===== src/hw/rtl/csl_pkg.sv =====
// Shared types, item codes and register constants of the console serial line registers.
package csl_pkg;

  // Item kinds
  localparam logic [2:0] KIND_BUS_READ   = 3'd0;
  localparam logic [2:0] KIND_BUS_WWRITE = 3'd1;
  localparam logic [2:0] KIND_BUS_BWRITE = 3'd2;
  localparam logic [2:0] KIND_HOST_READ  = 3'd3;
  localparam logic [2:0] KIND_HOST_WRITE = 3'd4;
  localparam logic [2:0] KIND_BUS_RESET  = 3'd5;
  localparam logic [2:0] KIND_INT_QUERY  = 3'd6;

  // Bus word register index (byte offset bits 2:1)
  localparam logic [1:0] WIX_RCSR = 2'd0;
  localparam logic [1:0] WIX_RBUF = 2'd1;
  localparam logic [1:0] WIX_XCSR = 2'd2;
  localparam logic [1:0] WIX_XBUF = 2'd3;

  // Bus byte offsets that do something on a byte write
  localparam logic [2:0] BOFF_RCSR    = 3'd0;
  localparam logic [2:0] BOFF_XCSR    = 3'd4;
  localparam logic [2:0] BOFF_XBUF    = 3'd6;
  localparam logic [2:0] BOFF_XBUF_HI = 3'd7;

  // Host word indexes
  localparam logic [2:0] HIX_ID   = 3'd0;
  localparam logic [2:0] HIX_RX   = 3'd1;
  localparam logic [2:0] HIX_TX   = 3'd2;
  localparam logic [2:0] HIX_ADDR = 3'd3;

  // Constants
  localparam logic [31:0] ID_WORD     = 32'h444C1002;
  localparam logic [31:0] FILLER_WORD = 32'hDEADBEEF;
  localparam logic [7:0]  RX_VECTOR   = 8'o060;
  localparam logic [7:0]  TX_VECTOR   = 8'o064;
  localparam logic [17:0] BASE_ADDR   = 18'o777560;
  localparam logic [2:0]  INT_LEVEL   = 3'd4;
  localparam int          FLAG_POS    = 7;
  localparam int          IE_POS      = 6;

  typedef struct packed {
    logic [2:0]  kind;
    logic [2:0]  bus_offset;
    logic [2:0]  host_index;
    logic [31:0] write_data;
    logic [2:0]  int_level;
  } csl_req_t;

  typedef struct packed {
    logic [31:0] read_data;
    logic        responded;
    logic [7:0]  int_vector;
  } csl_rsp_t;

endpackage


===== src/hw/rtl/csl_in_reg.sv =====
// Input register stage: holds one accepted item until the register core takes it.
module csl_in_reg (
  input  logic              clk,
  input  logic              rst,
  input  logic              req_valid,
  output logic              req_stall,
  input  csl_pkg::csl_req_t req,
  input  logic              advance,
  output logic              stage_valid,
  output csl_pkg::csl_req_t stage_req
);
  import csl_pkg::*;

  // Stall only while a held item cannot move on
  assign req_stall = stage_valid && !advance;

  // Load a new item whenever the stage is free or emptying
  always_ff @(posedge clk) begin
    if (rst) begin
      stage_valid <= 1'b0;
    end else if (!req_stall) begin
      stage_valid <= req_valid;
    end
  end

  always_ff @(posedge clk) begin
    if (req_valid && !req_stall) begin
      stage_req <= req;
    end
  end

endmodule


===== src/hw/rtl/csl_core.sv =====
// Register core: status flags and buffers, read mux, interrupt vector and update rules.
module csl_core (
  input  logic              clk,
  input  logic              rst,
  input  logic              fire,
  input  csl_pkg::csl_req_t req,
  output csl_pkg::csl_rsp_t rsp
);
  import csl_pkg::*;

  logic        rx_done, rx_done_next;
  logic        rx_int_enable, rx_int_enable_next;
  logic [15:0] rx_buffer, rx_buffer_next;
  logic        tx_ready, tx_ready_next;
  logic        tx_int_enable, tx_int_enable_next;
  logic [15:0] tx_buffer, tx_buffer_next;
  logic        unit_enabled, unit_enabled_next;
  logic [7:0]  rx_status;
  logic [7:0]  tx_status;
  logic [1:0]  word_ix;

  assign rx_status = {rx_done, rx_int_enable, 6'd0};
  assign tx_status = {tx_ready, tx_int_enable, 6'd0};
  assign word_ix   = req.bus_offset[2:1];

  // Work out the result and the next state for the item in hand
  always_comb begin
    rx_done_next       = rx_done;
    rx_int_enable_next = rx_int_enable;
    rx_buffer_next     = rx_buffer;
    tx_ready_next      = tx_ready;
    tx_int_enable_next = tx_int_enable;
    tx_buffer_next     = tx_buffer;
    unit_enabled_next  = unit_enabled;
    rsp                = '0;
    case (req.kind)
      KIND_BUS_READ: begin
        if (unit_enabled) begin
          rsp.responded = 1'b1;
          case (word_ix)
            WIX_RCSR: rsp.read_data = {24'd0, rx_status};
            WIX_RBUF: begin
              rsp.read_data = {16'd0, rx_buffer};
              rx_done_next  = 1'b0;
            end
            WIX_XCSR: rsp.read_data = {24'd0, tx_status};
            default:  rsp.read_data = {16'd0, tx_buffer};
          endcase
        end
      end
      KIND_BUS_WWRITE: begin
        if (unit_enabled) begin
          rsp.responded = 1'b1;
          case (word_ix)
            WIX_RCSR: rx_int_enable_next = req.write_data[IE_POS];
            WIX_XCSR: tx_int_enable_next = req.write_data[IE_POS];
            WIX_XBUF: begin
              tx_buffer_next = {tx_buffer[15:8], req.write_data[7:0]};
              tx_ready_next  = 1'b0;
            end
            default: ;
          endcase
        end
      end
      KIND_BUS_BWRITE: begin
        if (unit_enabled) begin
          rsp.responded = 1'b1;
          case (req.bus_offset)
            BOFF_RCSR: rx_int_enable_next = req.write_data[IE_POS];
            BOFF_XCSR: tx_int_enable_next = req.write_data[IE_POS];
            BOFF_XBUF: begin
              tx_buffer_next = {tx_buffer[15:8], req.write_data[7:0]};
              tx_ready_next  = 1'b0;
            end
            BOFF_XBUF_HI: tx_ready_next = 1'b0;
            default: ;
          endcase
        end
      end
      KIND_HOST_READ: begin
        case (req.host_index)
          HIX_ID:   rsp.read_data = ID_WORD;
          HIX_RX:   rsp.read_data = {rx_buffer, 8'd0, rx_status};
          HIX_TX:   rsp.read_data = {tx_buffer, 8'd0, tx_status};
          HIX_ADDR: rsp.read_data = {unit_enabled, 7'd0, RX_VECTOR[5:0], BASE_ADDR};
          default:  rsp.read_data = FILLER_WORD;
        endcase
      end
      KIND_HOST_WRITE: begin
        case (req.host_index)
          HIX_RX: begin
            rx_buffer_next = req.write_data[31:16];
            rx_done_next   = req.write_data[FLAG_POS];
          end
          HIX_TX:   tx_ready_next     = req.write_data[FLAG_POS];
          HIX_ADDR: unit_enabled_next = req.write_data[31];
          default: ;
        endcase
      end
      KIND_BUS_RESET: begin
        rx_done_next       = 1'b0;
        rx_int_enable_next = 1'b0;
        tx_ready_next      = 1'b1;
        tx_int_enable_next = 1'b0;
      end
      KIND_INT_QUERY: begin
        // Receive request wins over transmit
        if (req.int_level == INT_LEVEL && rx_done && rx_int_enable) begin
          rsp.int_vector = RX_VECTOR;
        end else if (req.int_level == INT_LEVEL && tx_ready && tx_int_enable) begin
          rsp.int_vector = TX_VECTOR;
        end
      end
      default: ;
    endcase
  end

  // Commit the state when the item moves to the result register
  always_ff @(posedge clk) begin
    if (rst) begin
      rx_done       <= 1'b0;
      rx_int_enable <= 1'b0;
      rx_buffer     <= '0;
      tx_ready      <= 1'b1;
      tx_int_enable <= 1'b0;
      tx_buffer     <= '0;
      unit_enabled  <= 1'b0;
    end else if (fire) begin
      rx_done       <= rx_done_next;
      rx_int_enable <= rx_int_enable_next;
      rx_buffer     <= rx_buffer_next;
      tx_ready      <= tx_ready_next;
      tx_int_enable <= tx_int_enable_next;
      tx_buffer     <= tx_buffer_next;
      unit_enabled  <= unit_enabled_next;
    end
  end

endmodule


===== src/hw/rtl/console_serial_line_registers.sv =====
// Top level of the console serial line registers: input stage, register core, result register.
// The block takes one item per clock while the result side is not stalled. An accepted item
// is held in the input register, then the register core decodes the item, updates the
// flags and buffers and loads the result register in the same cycle. While a result is
// stalled at the output the input register can still take one more item, so a stall on
// the result side reaches req_stall one item later. Reset leaves the receive side clear,
// transmit ready set and the unit disabled, so processor bus accesses are not answered
// until the host sets the enable bit.
module console_serial_line_registers (
  input  logic        clk,
  input  logic        rst,
  input  logic        req_valid,
  output logic        req_stall,
  input  logic [2:0]  kind,
  input  logic [2:0]  bus_offset,
  input  logic [2:0]  host_index,
  input  logic [31:0] write_data,
  input  logic [2:0]  int_level,
  output logic        rsp_valid,
  input  logic        rsp_stall,
  output logic [31:0] read_data,
  output logic        responded,
  output logic [7:0]  int_vector
);
  import csl_pkg::*;

  csl_req_t req;
  csl_req_t stage_req;
  csl_rsp_t core_rsp;
  logic     stage_valid;
  logic     advance;
  logic     fire;

  assign req = '{kind:       kind,
                 bus_offset: bus_offset,
                 host_index: host_index,
                 write_data: write_data,
                 int_level:  int_level};

  // Move on whenever the result register is empty or being taken
  assign advance = !rsp_valid || !rsp_stall;
  assign fire    = stage_valid && advance;

  csl_in_reg u_in_reg (
    .clk         (clk),
    .rst         (rst),
    .req_valid   (req_valid),
    .req_stall   (req_stall),
    .req         (req),
    .advance     (advance),
    .stage_valid (stage_valid),
    .stage_req   (stage_req)
  );

  csl_core u_core (
    .clk  (clk),
    .rst  (rst),
    .fire (fire),
    .req  (stage_req),
    .rsp  (core_rsp)
  );

  // Result register
  always_ff @(posedge clk) begin
    if (rst) begin
      rsp_valid <= 1'b0;
    end else if (advance) begin
      rsp_valid <= stage_valid;
    end
  end

  always_ff @(posedge clk) begin
    if (fire) begin
      read_data  <= core_rsp.read_data;
      responded  <= core_rsp.responded;
      int_vector <= core_rsp.int_vector;
    end
  end

endmodule


===== config.mk =====
export PLATFORM = sky130hd
export DESIGN_NAME = console_serial_line_registers
export DESIGN_NICKNAME = d
export VERILOG_FILES = /design/src/hw/rtl/csl_pkg.sv /design/src/hw/rtl/csl_in_reg.sv /design/src/hw/rtl/csl_core.sv /design/src/hw/rtl/console_serial_line_registers.sv
export SDC_FILE = /design/constraint.sdc
export NUM_CORES = 1
export LEC_CHECK = 0
export ABC_CLOCK_PERIOD_IN_PS = 3600
export BUFFER_PORTS_ARGS = -buffer_cell sky130_fd_sc_hd__buf_4
export CORE_ASPECT_RATIO = 0.75
export CORE_MARGIN = 2
export CORE_UTILIZATION = 25
export CTS_CLUSTER_SIZE = 28
export DETAILED_ROUTE_END_ITERATION = 8
export GPL_TIMING_DRIVEN = 0
export PLACE_DENSITY = 0.46
export SYNTH_ARGS = -nofsm -noshare
export SYNTH_HDL_FRONTEND = slang
export SYNTH_SLANG_ARGS = --single-unit

===== constraint.sdc =====
create_clock -name clk -period 3.6 [get_ports clk]
set_input_delay 0.18 -clock clk [delete_from_list [all_inputs] [get_ports clk]]
set_output_delay 0.18 -clock clk [all_outputs]
set_load 0.05 [all_outputs]

==> reports/metrics.csv, run 1 <==
stage,metric,value,unit
outcome,status,"complete, no violations",
sta,skew,0.00654,ns
place,pre_cts_ws,1.21,ns
logic_synthesis,synth_xor_area_share,0,%
drt,final_antenna_net_count,0,
logic_synthesis,yosys.area_share.simple,13.7,%
clock_network,worstSkewPairLatency,0.36,ns
drt,drt_iter0_markers,213,
logic_synthesis,avgSynthCellArea,12.7,um^2
logic_synthesis,synth_adder_area_share,0,%
global_routing,grt.total_usage,12.6,%
sta,relSlewSlack,41.8,%
min_path,whs_endpoint,u_in_reg.stage_req[35],
logic_synthesis,synth_top_family_by_area,simple AND/OR/NAND/NOR gates,
critical_path,rr_endpoint,u_core.rx_buffer[11],
global_routing,grt_max_degree,39,
sta,tns,0,ns
sta,fmax,0.428,GHz
clock_network,clockBufferDepth,2,
critical_path,reg2reg_slack,1.27,ns
sta,final_max_slew_viol_count,0,
global_routing,grt_first_pass_wirelength,16900,um
drt,routed_via_density,4.38,
logic_synthesis,yosysTopAreaCell,edfxtp_1,
power,leakage,2.42,nW
logic_synthesis,ys_ff_latch,102,
sta,rsz0062_at_grt,no,
min_path,min_from,host_index[0],
global_routing,first_global_vias,2960,
sta,hold_viol_final,0,
clock_network,cts_sinks,102,
critical_path,cp-end-kind,flop,
logic_synthesis,synth.area.mux_share,7.66,%
die,die_y,117,um
logic_synthesis,yosysWarningCount,0,
drt,avgRoutedWirePerCell,16.1,um
run,drv_cap,0,
clock_network,path_clk_slew,0.06,ns
logic_synthesis,async_flop_share,0,%
min_path,hp-class,in2reg,
cells_and_area,drive_above_1_share,26.3,%
logic_synthesis,synth_top_area_share,50.0,%
die,io_pins,91,
power,ir_drop,0.234,mV
cells_and_area,fin_area,5780,um^2
critical_path,criticalPathCategory,reg2reg,
logic_synthesis,netlist_area,4260,um^2
drt,met3_length,643,um
critical_path,r2r_start,u_in_reg.stage_valid,
drt,via_count,2989,
place,io_buffers,77,
critical_path,critPathLaunchType,flop,
sta,finalWorstSetupSlack,1.27,ns
sta,worst_slew_pin_slew,0.871,ns
clock_network,post-cts-setup-buffers,0,
critical_path,crit_required,3.82,ns
drt,drc,0,
die,dieArea,18100,um^2
die,fp-row-count,41,
cells_and_area,n_antenna_cell,0,
logic_synthesis,synth_compound_area_share,9.65,%
drt,first_pass_iters,4,
cells_and_area,syn2layout_area_growth,35.7,%
die,die_x,155,um
sta,fin_crit,2.33,ns
logic_synthesis,ys_top_cells_by_count,"edfxtp_1 (71), nor2_1 (57), dfxtp_1 (31)",
place,post_dp_cell_area,5150,um^2
clock_network,cts_max_level,3,
global_routing,antenna_found_initial,0,
logic_synthesis,synth-edff-count,71,
drt,drt_wl_total,11000,um
logic_synthesis,synth_area_leaders,"edfxtp_1 (50%), dfxtp_1 (15%), mux2i_1 (6.3%), nor2_1 (5.0%), a21oi_1 (2.0%)",
cells_and_area,final_nets,510,
clock_network,cts_tree,yes,
power,power.density,452,nW/um^2
drt,top_layer,met4,
clock_network,cts_buffers,9,
sta,setup_viol,0,
logic_synthesis,syn_inst,336,
critical_path,worstPathArrival,2.55,ns
critical_path,reg2reg_depth,6,
critical_path,cp-startpoint,u_in_reg.stage_valid,
die,coreArea,16800,um^2
logic_synthesis,synth_most_common_cell,edfxtp_1,
critical_path,cp_max_fo,38,
drt,met1_length,5730,um
die,initial_utilization,25.4,%
global_routing,grt-ovfl-total,0,
power,p_total,2.62,mW
clock_network,clockRootBuffer,clkbuf_16,
logic_synthesis,synthDistinctLibCells,51,
place,gp_congestion,0.817,
sta,fin_crit_sh,64.8,%
logic_synthesis,synth_top_flop_cell,edfxtp_1,
drt,wl_met2,4470,um
place,post-dp-hpwl,7810,um
min_path,holdPathStages,1,
logic_synthesis,ys_seq_area_share,64.6,%
[how the worst max path moves through the flow]
stage,cells past startpoint,end
floorplan,2,u_in_reg.stage_req[0]
global placement,2,u_in_reg.stage_req[34]
detailed placement,6,u_core.rx_buffer[11]
CTS,6,u_core.rx_buffer[11]
global route,6,u_core.rx_buffer[15]
finish,6,u_core.rx_buffer[11]
[sequential cells by signal, indices dropped and copies added (netlist names), 2 cells and up]
register            count
read_data              32
u_in_reg.stage_req     36
u_core.rx_buffer       16
u_core.tx_buffer        8
int_vector              2
[per-stage QoR]
stage / hold WS (ns) / instances / utilization (%)
global placement: 0.359 / 632 / 30.6
global route: 0.0000331 / 682 / 34.5
CTS: 0.000566 / 682 / 34.5
detailed placement: 0.359 / 633 / 30.7
finish: 0.0102 / 682 / 34.5
floorplan: 0.279 / 340 / -
[power breakdown]
group | total (mW) | switching (mW) | internal (mW)
registers | 1.33 | 0.0222 | 1.30
logic | 0.299 | 0.182 | 0.117
clock network | 0.991 | 0.432 | 0.560
[placed cells by master (no fill, tap or decap), drive strengths merged, types with 2 or more instances in the layout]
master       count
a21o             8
a21oi           17
a221o            5
a221oi           3
a22oi            3
a2bb2oi          2
and3             6
buf             98
clkbuf          18
clkinv           3
conb             5
dfxtp           31
dlygate4sd3     33
edfxtp          71
inv              8
mux2i           27
mux4             2
nand2           10
nand2b           6
nand3            3
nand3b           3
nand4            2
nor2            57
nor2b            7
nor3             3
nor3b            5
o21ai            8
o21bai           2
[cell type report]
type	instances	area, um^2
inverter	7	26.3
clock inverter	5	57.6
buffer	27	160
multi-input combinational	204	1350
sequential	102	2750
timing repair buffer	111	928
tap	215	269
fill	1671	11000
clock buffer	11	243
[what timing repair did]
item                                    4_1_cts  5_1_grt
hold endpoints to repair                     33        0
gates resized for setup                       0        0
hold buffers                                 33        0
endpoints found under the setup margin        0        0
[worst max-delay path, cell delays in order, from the launching register on]
cell,delay (ns)
dfxtp_1,0.34
a21bo_2,0.30
inv_2,0.65
nand3_2,0.41
buf_6,0.29
mux2i_1,0.16
nor2_1,0.05
[layer usage]
layer / vias up / track usage, %
met5: - / 0
met4: 0 / 3.89
met3: 10 / 3.94
met2: 88 / 17.9
met1: 1426 / 18.4
li1: 1465 / -
[cells by family after synthesis]
group           Yosys count
other cells               1
compound gates           58
flops                   102
buf+inv                  34
mux                      30
simple gates            111
(Power assumes the default switching activity.)
==> run 2: changes to the inputs <==
Settings changed: ABC_CLOCK_PERIOD_IN_PS 3600 to 1900, PLACE_DENSITY 0.46 to 0.47.
Clock period 3.6 ns to 1.9 ns, I/O delays scaled along.
==> run 2 against run 1 <==
Effect of this change:
- global-route usage grew 0.18 points
- final area grew 1.5%
- non-clock buffer count increased by 5
- wire length up 0.19%
- core utilization grew 0.52 points
- worst setup slack lost 1.2 ns
- total power up 87%
- hold slack better by 0.0013 ns
- highest routed layer unchanged
- critical path depth grew 1
==> reports/metrics.csv, run 2 (same netlist as run 1, synthesis figures left out) <==
stage,metric,value,unit,change
outcome,status,"complete, no violations",,unchanged
power,ir_drop,0.393,mV,was 0.234 mV
drt,drt_wl_total,11000,um,about the same
power,p_int,3.71,mW,was 1.98 mW
drt,via_count,3018,,was 2989
sta,fin_crit,1.86,ns,was 2.33 ns
power,p_seq_share,51.3,%,was 50.7%
power,switching_share,24.4,%,was 24.3%
clock_network,clockBufferDepth,2,,unchanged
clock_network,cts_sinks,102,,unchanged
critical_path,crit_top_cell,buf_2,,
die,fp-row-count,41,,unchanged
die,coreArea,16800,um^2,unchanged
place,post-dp-hpwl,7790,um,was 7810 um
power,switchingPower,1.20,mW,was 0.636 mW
clock_network,path_clk_slew,0.06,ns,about the same
die,die_y,117,um,unchanged
critical_path,worstPathArrival,2.03,ns,was 2.55 ns
clock_network,worstSkewPairLatency,0.35,ns,was 0.36 ns
critical_path,cp_max_fo,10,,was 38
die,io_pins,91,,unchanged
cells_and_area,largest_reg_flops,36,,unchanged
place,post_dp_cell_area,5160,um^2,was 5150 um^2
place,pre_cts_ws,-0.508,ns,was 1.21 ns
cells_and_area,n_antenna_cell,0,,unchanged
cells_and_area,fill_cells,1660,,was 1671
sta,rsz0062_at_grt,yes,,was no
global_routing,grt-ovfl-total,0,,unchanged
place,gp_congestion,0.828,,was 0.817
clock_network,clockRootBuffer,clkbuf_16,,unchanged
cells_and_area,final_nets,517,,was 510
sta,setup_viol,0,,unchanged
cells_and_area,largest_registers,"u_in_reg.stage_req (36), read_data (32), u_core.rx_buffer (16)",,unchanged
clock_network,cts_buffers,9,,unchanged
drt,first_pass_iters,4,,unchanged
power,comb_power_share,11.9,%,was 11.4%
global_routing,antenna_found_initial,0,,unchanged
global_routing,grt.total_usage,12.8,%,was 12.6%
global_routing,first_global_vias,2981,,was 2960
drt,avgRoutedWirePerCell,16.0,um,was 16.1 um
critical_path,cp-end-kind,flop,,unchanged
critical_path,reg2reg_depth,7,,was 6
clock_network,cts_max_level,3,,unchanged
die,dieArea,18100,um^2,unchanged
run,drv_cap,0,,unchanged
sta,skew,0.0108,ns,was 0.00654 ns
cells_and_area,drive_above_1_share,27.8,%,was 26.3%
drt,drt_iter0_markers,260,,was 213
min_path,holdPathStages,3,,was 1
min_path,hp-class,in2reg,,unchanged
global_routing,grt_first_pass_wirelength,17100,um,was 16900 um
critical_path,crit_path_top_delay_cell,nor4b_1,,was inv_2
sta,worst_slew_pin_slew,0.652,ns,was 0.871 ns
critical_path,crit_required,2.06,ns,was 3.82 ns
drt,routed_via_density,4.38,,about the same
cells_and_area,layout_common_cells,"buf_4 (87), edfxtp_1 (71), nor2_1 (55)",,"was buf_4 (84), edfxtp_1 (71), nor2_1 (57)"
clock_network,cts_tree,yes,,unchanged
power,leakage,2.46,nW,was 2.42 nW
critical_path,max_stage_delay,0.45,ns,was 0.65 ns
power,power.density,835,nW/um^2,was 452 nW/um^2
sta,holdWs,0.0115,ns,was 0.0102 ns
cells_and_area,final_common_cell,buf_4,,unchanged
cells_and_area,syn2layout_area_growth,37.7,%,was 35.7%
global_routing,grt_max_degree,37,,was 39
place,io_buffers,77,,unchanged
cells_and_area,largest_register,u_in_reg.stage_req,,unchanged
sta,finalWorstSetupSlack,0.0352,ns,was 1.27 ns
cells_and_area,fin_area,5870,um^2,was 5780 um^2
die,initial_utilization,25.4,%,unchanged
sta,fmax,0.536,GHz,was 0.428 GHz
die,die_x,155,um,unchanged
sta,fin_crit_sh,98.1,%,was 64.8%
cells_and_area,fin_util,35.0,%,was 34.5%
critical_path,critPathLaunchType,flop,,unchanged
critical_path,cp_cell_sequence,buf_2 > nor4b_1 > and3b_1 > buf_2 > buf_6 > nand2_1 > o21ai_0,,was a21bo_2 > inv_2 > nand3_2 > buf_6 > mux2i_1 > nor2_1
power,power_frac_clock,36.8,%,was 37.9%
drt,final_antenna_net_count,0,,unchanged
critical_path,criticalPathCategory,reg2reg,,unchanged
sta,hold_viol_final,0,,unchanged
drt,drc,0,,unchanged
power,p_total,4.91,mW,was 2.62 mW
sta,final_max_slew_viol_count,0,,unchanged
sta,relSlewSlack,56.5,%,was 41.8%
## run 2: changes by cell type in the layout (fill, tap and decap cells not counted), sizes merged
cell / before / now
dlygate4sd3: 33 / 37
clkinvlp: 0 / 2
buf: 98 / 99
bufinv: 1 / 0
clkbuf: 18 / 19
inv: 8 / 7
nor2b: 7 / 8
## run 2: through the flow
| stage | setup TNS, ns | cells |
|---|---|---|
| after floorplan | -1.17 | 340 |
| after global placement | -8.47 | 632 |
| after detailed placement | -9.24 | 632 |
| after CTS | 0 | 689 |
| after global routing | -0.210 | 689 |
| final | 0 | 689 |
## run 2: final timing paths
| check | start | endpoint | slack (ns) |
|---|---|---|---|
| worst max register to register | u_in_reg.stage_req[42] | read_data[12] | 0.04 |
| worst min-delay path | rsp_stall | rsp_valid | 0.01 |
| worst max-delay path | u_in_reg.stage_req[42] | read_data[12] | 0.04 |
| worst min register to register | u_in_reg.stage_req[5] | u_core.tx_buffer[2] | 0.48 |
## run 2: timing repair
item	CTS	global route
setup endpoints to repair	30	61
setup buffers	3	0
gates resized for setup	2	5
hold endpoints to repair	37	0
hold buffers	37	0
cloned	1	1
## run 2: critical path: cells and delay by family, from the launching register on
family	cells	cell delay, ns
DFF	1	0.36
and+or+nand+nor	3	0.72
AOI/OAI and AO/OA	1	0.10
buffers and inverters	3	0.51
## run 2: power groups by stage
stage / Combinational (mW) / Clock [mW] / Sequential, mW
after CTS: 0.584 / 1.86 / 2.52
after detailed placement: 0.513 / 0 / 2.57
after global routing: 0.629 / 1.95 / 2.53
final: 0.584 / 1.81 / 2.51
after floorplan: 0.195 / 0 / 2.68
after global placement: 0.509 / 0 / 2.56
## run 2: layout make-up
type	count	area [um^2]	area share, %
sequential	102	2760	46.9
multi-input combinational	205	1380	23.5
timing repair buffer	117	971	16.5
tap	215	269	4.58
clock buffer	12	268	4.56
buffer	26	163	2.77
inverter	7	30.0	0.511
clock inverter	4	27.5	0.469
timing repair inverter	1	7.51	0.128
## run 2: layer usage
layer / track usage (%) / up-vias / share of wire, %
li1: - / 1485 / -
met1: 18.0 / 1414 / 49
met2: 19.5 / 105 / 43
met3: 3.98 / 14 / 6.1
met4: 3.15 / 0 / 1.2
met5: 0 / - / 0
==> run 3: changes to the inputs <==
Settings changed: SYNTH_HIERARCHICAL set to 1.
==> run 3 against run 2 <==
Effect of this change:
- final area is 3.2% higher
- critical path depth fell by 3
- wire length grew 1.9%
==> reports/metrics.csv, run 3 <==
stage,metric,value,unit,change
cells_and_area,final_nets,547,,was 517
place,gp_congestion,0.811,,was 0.828
critical_path,cp-endpoint,read_data[5],,was read_data[12]
die,coreArea,17000,um^2,was 16800 um^2
cells_and_area,largest_register,u_in_reg/stage_req,,was u_in_reg.stage_req
logic_synthesis,syn_inst,359,,was 336
die,die_y,119,um,was 117 um
critical_path,cp-end-kind,flop,,unchanged
power,power.density,835,nW/um^2,about the same
sta,relSlewSlack,39.5,%,was 56.5%
critical_path,crit_required,1.99,ns,was 2.06 ns
die,dieArea,18600,um^2,was 18100 um^2
die,fp-row-count,41,,unchanged
place,dp_cells,681,,was 632
global_routing,antenna_found_initial,0,,unchanged
global_routing,grt_use_met1,18.0,%,about the same
cells_and_area,n_antenna_cell,0,,unchanged
clock_network,path_clk_slew,0.07,ns,was 0.06 ns
global_routing,use_met3,4.03,%,was 3.98%
cells_and_area,largest_registers,"u_in_reg/stage_req (36), read_data (32), u_core/rx_buffer (16)",,"was u_in_reg.stage_req (36), read_data (32), u_core.rx_buffer (16)"
logic_synthesis,netlist_area,4380,um^2,was 4260 um^2
sta,final_max_slew_viol_count,0,,unchanged
global_routing,grt.met2_usage,16.5,%,was 19.5%
sta,hold_viol_final,0,,unchanged
clock_network,worstSkewPairLatency,0.35,ns,about the same
sta,fmax,0.560,GHz,was 0.536 GHz
power,ir_drop,0.369,mV,was 0.393 mV
clock_network,cts_tree,yes,,unchanged
cells_and_area,layout_common_cells,"buf_4 (92), edfxtp_1 (77), nand2_1 (48)",,"was buf_4 (87), edfxtp_1 (71), nor2_1 (55)"
global_routing,first_global_vias,3020,,was 2981
cells_and_area,final_common_cell,buf_4,,unchanged
global_routing,grt_max_degree,37,,unchanged
critical_path,reg2reg_depth,4,,was 7
logic_synthesis,yosysWarningCount,6,,was 0
run,drv_cap,0,,unchanged
critical_path,r2r_start,u_in_reg/stage_req[40],,was u_in_reg.stage_req[42]
die,die_x,157,um,was 155 um
drt,final_antenna_net_count,0,,unchanged
critical_path,rr_endpoint,read_data[5],,was read_data[12]
critical_path,cp-startpoint,u_in_reg/stage_req[40],,was u_in_reg.stage_req[42]
global_routing,grt-ovfl-total,0,,unchanged
clock_network,clockRootBuffer,clkbuf_16,,unchanged
sta,fin_crit_sh,94.0,%,was 98.1%
global_routing,grt_first_pass_wirelength,17000,um,was 17100 um
drt,drt_iter0_markers,246,,was 260
cells_and_area,drive_above_1_share,27.0,%,was 27.8%
min_path,hp-class,in2reg,,unchanged
cells_and_area,fin_cells,740,,was 689
power,leakage,2.33,nW,was 2.46 nW
cells_and_area,syn2layout_area_growth,38.4,%,was 37.7%
clock_network,cts_buffers,9,,unchanged
drt,drc,0,,unchanged
sta,holdWs,0.387,ns,was 0.0115 ns
cells_and_area,fill_cells,1668,,was 1660
sta,skew,0.00717,ns,was 0.0108 ns
critical_path,critPathLaunchType,flop,,unchanged
critical_path,worstPathArrival,1.87,ns,was 2.03 ns
critical_path,criticalPathCategory,reg2reg,,unchanged
die,initial_utilization,25.8,%,was 25.4%
sta,fin_crit,1.79,ns,was 1.86 ns
sta,worst_slew_pin_slew,0.904,ns,was 0.652 ns
cells_and_area,multi_input_area,1350,um^2,was 1380 um^2
critical_path,cp_max_fo,10,,unchanged
critical_path,reg2reg_slack,0.11,ns,was 0.04 ns
global_routing,grt.total_usage,12.2,%,was 12.8%
global_routing,grt_busiest_layer,met1,,was met2
clock_network,clockBufferDepth,2,,unchanged
drt,drt_wl_total,11200,um,was 11000 um
outcome,status,"complete, no violations",,unchanged
sta,rsz0062_at_grt,yes,,unchanged
logic_synthesis,avgSynthCellArea,12.2,um^2,was 12.7 um^2
drt,routed_via_density,4.25,,was 4.38
clock_network,cts_sinks,108,,was 102
clock_network,cts_max_level,3,,unchanged
drt,avgRoutedWirePerCell,15.1,um,was 16.0 um
power,p_total,5.06,mW,was 4.91 mW
drt,via_count,3145,,was 3018
cells_and_area,regArea,2930,um^2,was 2760 um^2
place,post-dp-hpwl,7860,um,was 7790 um
sta,setup_viol,0,,unchanged
cells_and_area,largest_reg_flops,36,,unchanged
die,io_pins,91,,unchanged
drt,first_pass_iters,5,,was 4
place,io_buffers,82,,was 77
run 3: timing repair:
action,in CTS,in global routing
resized for setup,1,5
pin swaps,2,1
setup endpoints to repair,31,61
cloned,2,1
endpoints found under the hold margin,38,0
hold buffers,39,0
buffers inserted,1,2
run 3: power breakdown:
part,internal [mW],total [mW],leakage (nW),switching [mW]
registers,2.62,2.67,0.979,0.0482
clock network,1.01,1.81,0.145,0.807
logic,0.230,0.571,1.21,0.341
run 3: critical path, stage by stage, from the launching register on:
cell      delay (ns)
edfxtp_1        0.55
and4b_1         0.27
and2_0          0.16
clkbuf_1        0.18
a221o_1         0.37
run 3: cell type report:
type / instances / area share [%]
Buffer: 26 / 2.46
Clock buffer: 13 / 4.48
Clock inverter: 3 / 0.310
Inverter: 4 / 0.248
Multi-Input combinational cell: 226 / 22.2
Sequential cell: 108 / 48.4
Tap cell: 236 / 4.87
Timing Repair Buffer: 124 / 17.0
run 3: through the flow:
step / util (%) / area, um^2 / worst slack [ns] / TNS, ns
after floorplan: - / 4410 / 0.00724 / 0
after global placement: 31.3 / 5320 / -0.219 / -3.24
after detailed placement: 31.3 / 5320 / -0.251 / -3.95
after CTS: 35.5 / 6030 / 0.00443 / 0
after global routing: 35.7 / 6060 / -0.0422 / -0.0619
final: 35.7 / 6060 / 0.114 / 0
run 3: per-layer routing:
metal,share of wire (%),vias up
met1,51,1458
li1,-,1571
met2,41,103
met4,1.7,0
met3,6.6,13
met5,0,-
run 3: worst min-delay path by stage:
stage / slack (ns) / startpoint / end / cells past startpoint
CTS: 0.36 / rsp_stall / u_in_reg/stage_valid / 4
finish: 0.39 / rsp_stall / u_in_reg/stage_valid / 4
detailed placement: 0.27 / host_index[2] / u_in_reg/stage_req[37] / 1
global placement: 0.27 / int_level[0] / u_in_reg/stage_req[0] / 1
global route: 0.39 / rsp_stall / u_in_reg/stage_valid / 4
floorplan: 0.16 / rst / rsp_valid / 1
